$ cat src/rtl/mpsm_pkg.sv
// ----------------------------------------------------------------------------
// mpsm_pkg
// shared constants, op and status codes for the multi-pattern string matcher
// ----------------------------------------------------------------------------
package mpsm_pkg;

	localparam int ALPHABET_SIZE_DEF = 26;
	localparam int MAX_PATTERNS_DEF  = 16;
	localparam int MAX_NODES_DEF     = 1024;

	localparam int OP_W     = 3;
	localparam int SYMBOL_W = 5;
	localparam int IDX_W    = 4;
	localparam int POS_W    = 32;
	localparam int STATUS_W = 2;

	localparam logic [OP_W-1:0] OP_CLEAR = 3'd0;
	localparam logic [OP_W-1:0] OP_ADD   = 3'd1;
	localparam logic [OP_W-1:0] OP_END   = 3'd2;
	localparam logic [OP_W-1:0] OP_BUILD = 3'd3;
	localparam logic [OP_W-1:0] OP_TEXT  = 3'd4;

	localparam logic [STATUS_W-1:0] ST_OK        = 2'd0;
	localparam logic [STATUS_W-1:0] ST_NODE_FULL = 2'd1;
	localparam logic [STATUS_W-1:0] ST_PAT_FULL  = 2'd2;
	localparam logic [STATUS_W-1:0] ST_EMPTY     = 2'd3;

	function automatic int addr_w(input int depth);
		return (depth > 1) ? $clog2(depth) : 1;
	endfunction

endpackage

$ cat src/rtl/mpsm_ram.sv
// ----------------------------------------------------------------------------
// mpsm_ram
// single write port, single registered read port memory
// ----------------------------------------------------------------------------
module mpsm_ram #(
	parameter int WIDTH = 8,
	parameter int DEPTH = 16,
	localparam int AW = mpsm_pkg::addr_w(DEPTH)
) (
	input  logic             clk,
	input  logic             we,
	input  logic [AW-1:0]    waddr,
	input  logic [WIDTH-1:0] wdata,
	input  logic [AW-1:0]    raddr,
	output logic [WIDTH-1:0] rdata
);

	logic [WIDTH-1:0] mem [DEPTH];
	logic [WIDTH-1:0] rd_q;

	always_ff @(posedge clk) begin
		if (we) begin
			mem[waddr] <= wdata;
		end
		rd_q <= mem[raddr];
	end

	assign rdata = rd_q;

endmodule

$ cat config.mk
export PLATFORM = sky130hd
export DESIGN_NAME = mpsm_ram
export DESIGN_NICKNAME = d
export VERILOG_FILES = /design/src/rtl/mpsm_pkg.sv /design/src/rtl/mpsm_ram.sv
export SDC_FILE = /design/constraint.sdc
export NUM_CORES = 1
export LEC_CHECK = 0
export BUFFER_PORTS_ARGS = -buffer_cell sky130_fd_sc_hd__clkbuf_2
export CAP_MARGIN = 20
export CELL_PAD_IN_SITES_DETAIL_PLACEMENT = 1
export CELL_PAD_IN_SITES_GLOBAL_PLACEMENT = 1
export CORE_ASPECT_RATIO = 2
export CORE_UTILIZATION = 57
export DETAILED_ROUTE_END_ITERATION = 10
export GPL_ROUTABILITY_DRIVEN = 0
export HOLD_SLACK_MARGIN = 0.12
export PLACE_DENSITY = 0.92
export RECOVER_POWER = 100
export SYNTH_ARGS = -nofsm -noshare
export SYNTH_HDL_FRONTEND = slang
export SYNTH_SLANG_ARGS = --single-unit
$ cat constraint.sdc
create_clock -name clk -period 2.8 [get_ports clk]
set_input_delay 0.14 -clock clk [delete_from_list [all_inputs] [get_ports clk]]
set_output_delay 0.14 -clock clk [all_outputs]
set_load 0.01 [all_outputs]
==> impl_metrics.toml <==
[run_status]
status = "finished, final reports clean"

[route]
num_vias = 2455
wirelength_um = 10800
ant_nets = 0
routedWlPerCell_um = 28.2
drtIter0Drc = 309
first_pass_iters = 4
viasPerCell = 6.43
remaining_drc_errors = 0

[timing]
period_needed_ns = 1.84
rsz0062_at_grt = "false"
finalSetupTns_ns = 0
fin_skew_ns = 0.00615
worstMarginPinSlew_ns = 0.984
hold_viol_final = 0
setup_viol = 0
drv_slew = 0
whs_ns = 0.279
fmax_mhz = 544
finalCritPeriodShare_pct = 65.7
slew-limit-headroom_pct = 34.1

[worst_setup_path]
start_kind = "input port"
crit_type = "in -> reg"
crit_required_ns = 3.10
crit_fanout = 11
critPathCaptureType = "flip-flop"
cp.arrival_ns = 2.13
r2r_slack_ns = 1.38

[yosys]
synth_fa_ha_area_share_pct = 0
synth-xor-area-share_pct = 0
syn-num-nets = 247
yosysUniqueCellTypes = 19
synth_mux_area_share_pct = 15.0
synth_edf_count = 128
synth_top_area_share_pct = 74.7
syn_inst = 229
syn_area_per_cell_sq_um = 22.5
synth-async-reset-ratio_pct = 0
synth_top_family_by_area = "multiplexers"
synthFlopType = "edfxtp_1"
synth_most_common_cell = "edfxtp_1"
synth_top_area_cell = "edfxtp_1"
synth-seq-cells = 136
yosys_warnings = 0
synthTopCellsByArea = "edfxtp_1 (75%), mux4_2 (7.9%), mux4_1 (7.1%), dfxtp_1 (3.1%), a22oi_1 (2.3%)"
synth-simple-area-share_pct = 3.18
synth-compound-area-share_pct = 2.33
ys_top_cells_by_count = "edfxtp_1 (128), mux4_2 (18), a22oi_1 (16)"
synth_area_sq_um = 5150
synth_seq_area_share_pct = 77.8

[layout]
ff_latch_area_sq_um = 4000
num-nets-final = 287
synthToLayoutAreaGrowth_pct = 14.5
fillerInstances = 674
antenna_cells = 0
drive_gt1_share_pct = 19.9
multiInputGateArea_sq_um = 1060

[clocking]
cts_sinks = 136
ctsHoldBuffers = 0
worst_skew_pair.late_latency_ns = 0.41
cts_tree = "built"
cts_root_buffer = "clkbuf_16"
clk_pin_slew_worst_paths_ns = 0.06
htree_levels = 4
post_cts_buffers = 0
cts-resized-gates = 0
cts_buffers = 17
cts_max_path_buffers = 2

[global_routing]
antenna_found_initial = 0
grt_pass1_vias = 2627
grt_usage_pct = 25.4
grt_pass1_wl_um = 16200
grt_max_degree = 33
grt_overflow_total = 0

[floorplanning]
dieArea_sq_um = 9440
start_util_pct = 59.1
core_sq_um = 8710
fp-row-count = 48
pin_count = 26
dieHeight_um = 136
dieWidth_um = 69.2

[place]
io_buffers = 25
post-dp-hpwl_um = 6910

[power]
ir_worst_vdd_mv = 0.623
power.density_nw_per_um2 = 783
total_leakage_power_nw = 1.93

[flow_run]
max-cap-violations = 0

[hold_path]
min_path_type = "in -> reg"
-- critical path: stages --
cell	delay (ns)
clkbuf_2	0.27
clkbuf_1	0.72
mux4_2	0.61
a22oi_1	0.29
nand2_1	0.10
-- cell families (layout without fill, tap and decap cells) --
group                  count (synthesis)  count (layout)
muxes                                 32              32
buffers and inverters                 10              63
DFF                                  136             136
and+or+nand+nor                       35              35
AOI/OAI and AO/OA                     16              16
-- layout make-up --
class	count	share of cell area, %
well taps	100	2.12
clock inverters	12	2.19
flip-flops and latches	136	67.9
multi-input cells	83	17.9
repair buffers	31	2.40
clock buffers	20	7.41
-- layout by cell type (no fill, tap or decap) --
cell type / instances
edfxtp_1: 128
clkbuf_1: 26
mux4_2: 18
clkbuf_16: 17
a22oi_1: 16
mux4_1: 14
nor2_1: 13
nand2_1: 9
dfxtp_1: 8
clkbuf_2: 7
nor3_1: 4
clkinv_2: 4
clkinvlp_4: 3
nand3b_1: 2
nand2b_1: 2
clkinv_4: 2
bufinv_16: 2
nor2b_1: 1
and2_1: 1
and2b_1: 1
nand3_1: 1
or3b_2: 1
inv_6: 1
buf_12: 1
-- layer usage --
metal | track usage (%) | vias up | wire (um)
met2 | 43.1 | 93 | 5970
met1 | 29.5 | 1288 | 4000
met4 | 14.4 | 0 | 338
met5 | 0 | - | 0
li1 | - | 1053 | -
met3 | 5.78 | 21 | 445
-- worst paths after layout --
check	cells after the start	endpoint	start
worst max-delay path	5	rdata[4]	raddr[0]
worst min-delay path	1	mem[12][3]	wdata[3]
worst max register to register	3	rdata[0]	mem[1][0]
worst min register to register	3	rdata[5]	mem[14][5]
-- sequential cells by signal, indices dropped and copies added, names as in the netlist --
signal and cells:
mem 128, rdata 8
-- metrics by stage --
| stage | util (%) | setup WS [ns] | cells | power [mW] | instance area, sq um |
|---|---|---|---|---|---|
| 6_report | 67.7 | 0.961 | 382 | 4.62 | 5890 |
| 5_1_grt | 67.7 | 0.824 | 382 | 4.73 | 5890 |
| 4_1_cts | 68.1 | 1.39 | 382 | 4.64 | 5930 |
| 3_5_place_dp | 61.7 | 1.00 | 350 | 2.55 | 5370 |
| 3_3_place_gp | 61.7 | 1.09 | 350 | 2.53 | 5370 |
| 2_1_floorplan | - | 1.17 | 229 | 2.45 | 5150 |
-- report_power, final --
part	internal (mW)	switching (mW)
combinational	0.0787	0.124
sequential	2.28	0.0169
clock	1.31	0.813
Power figures use the tool's default switching activity.
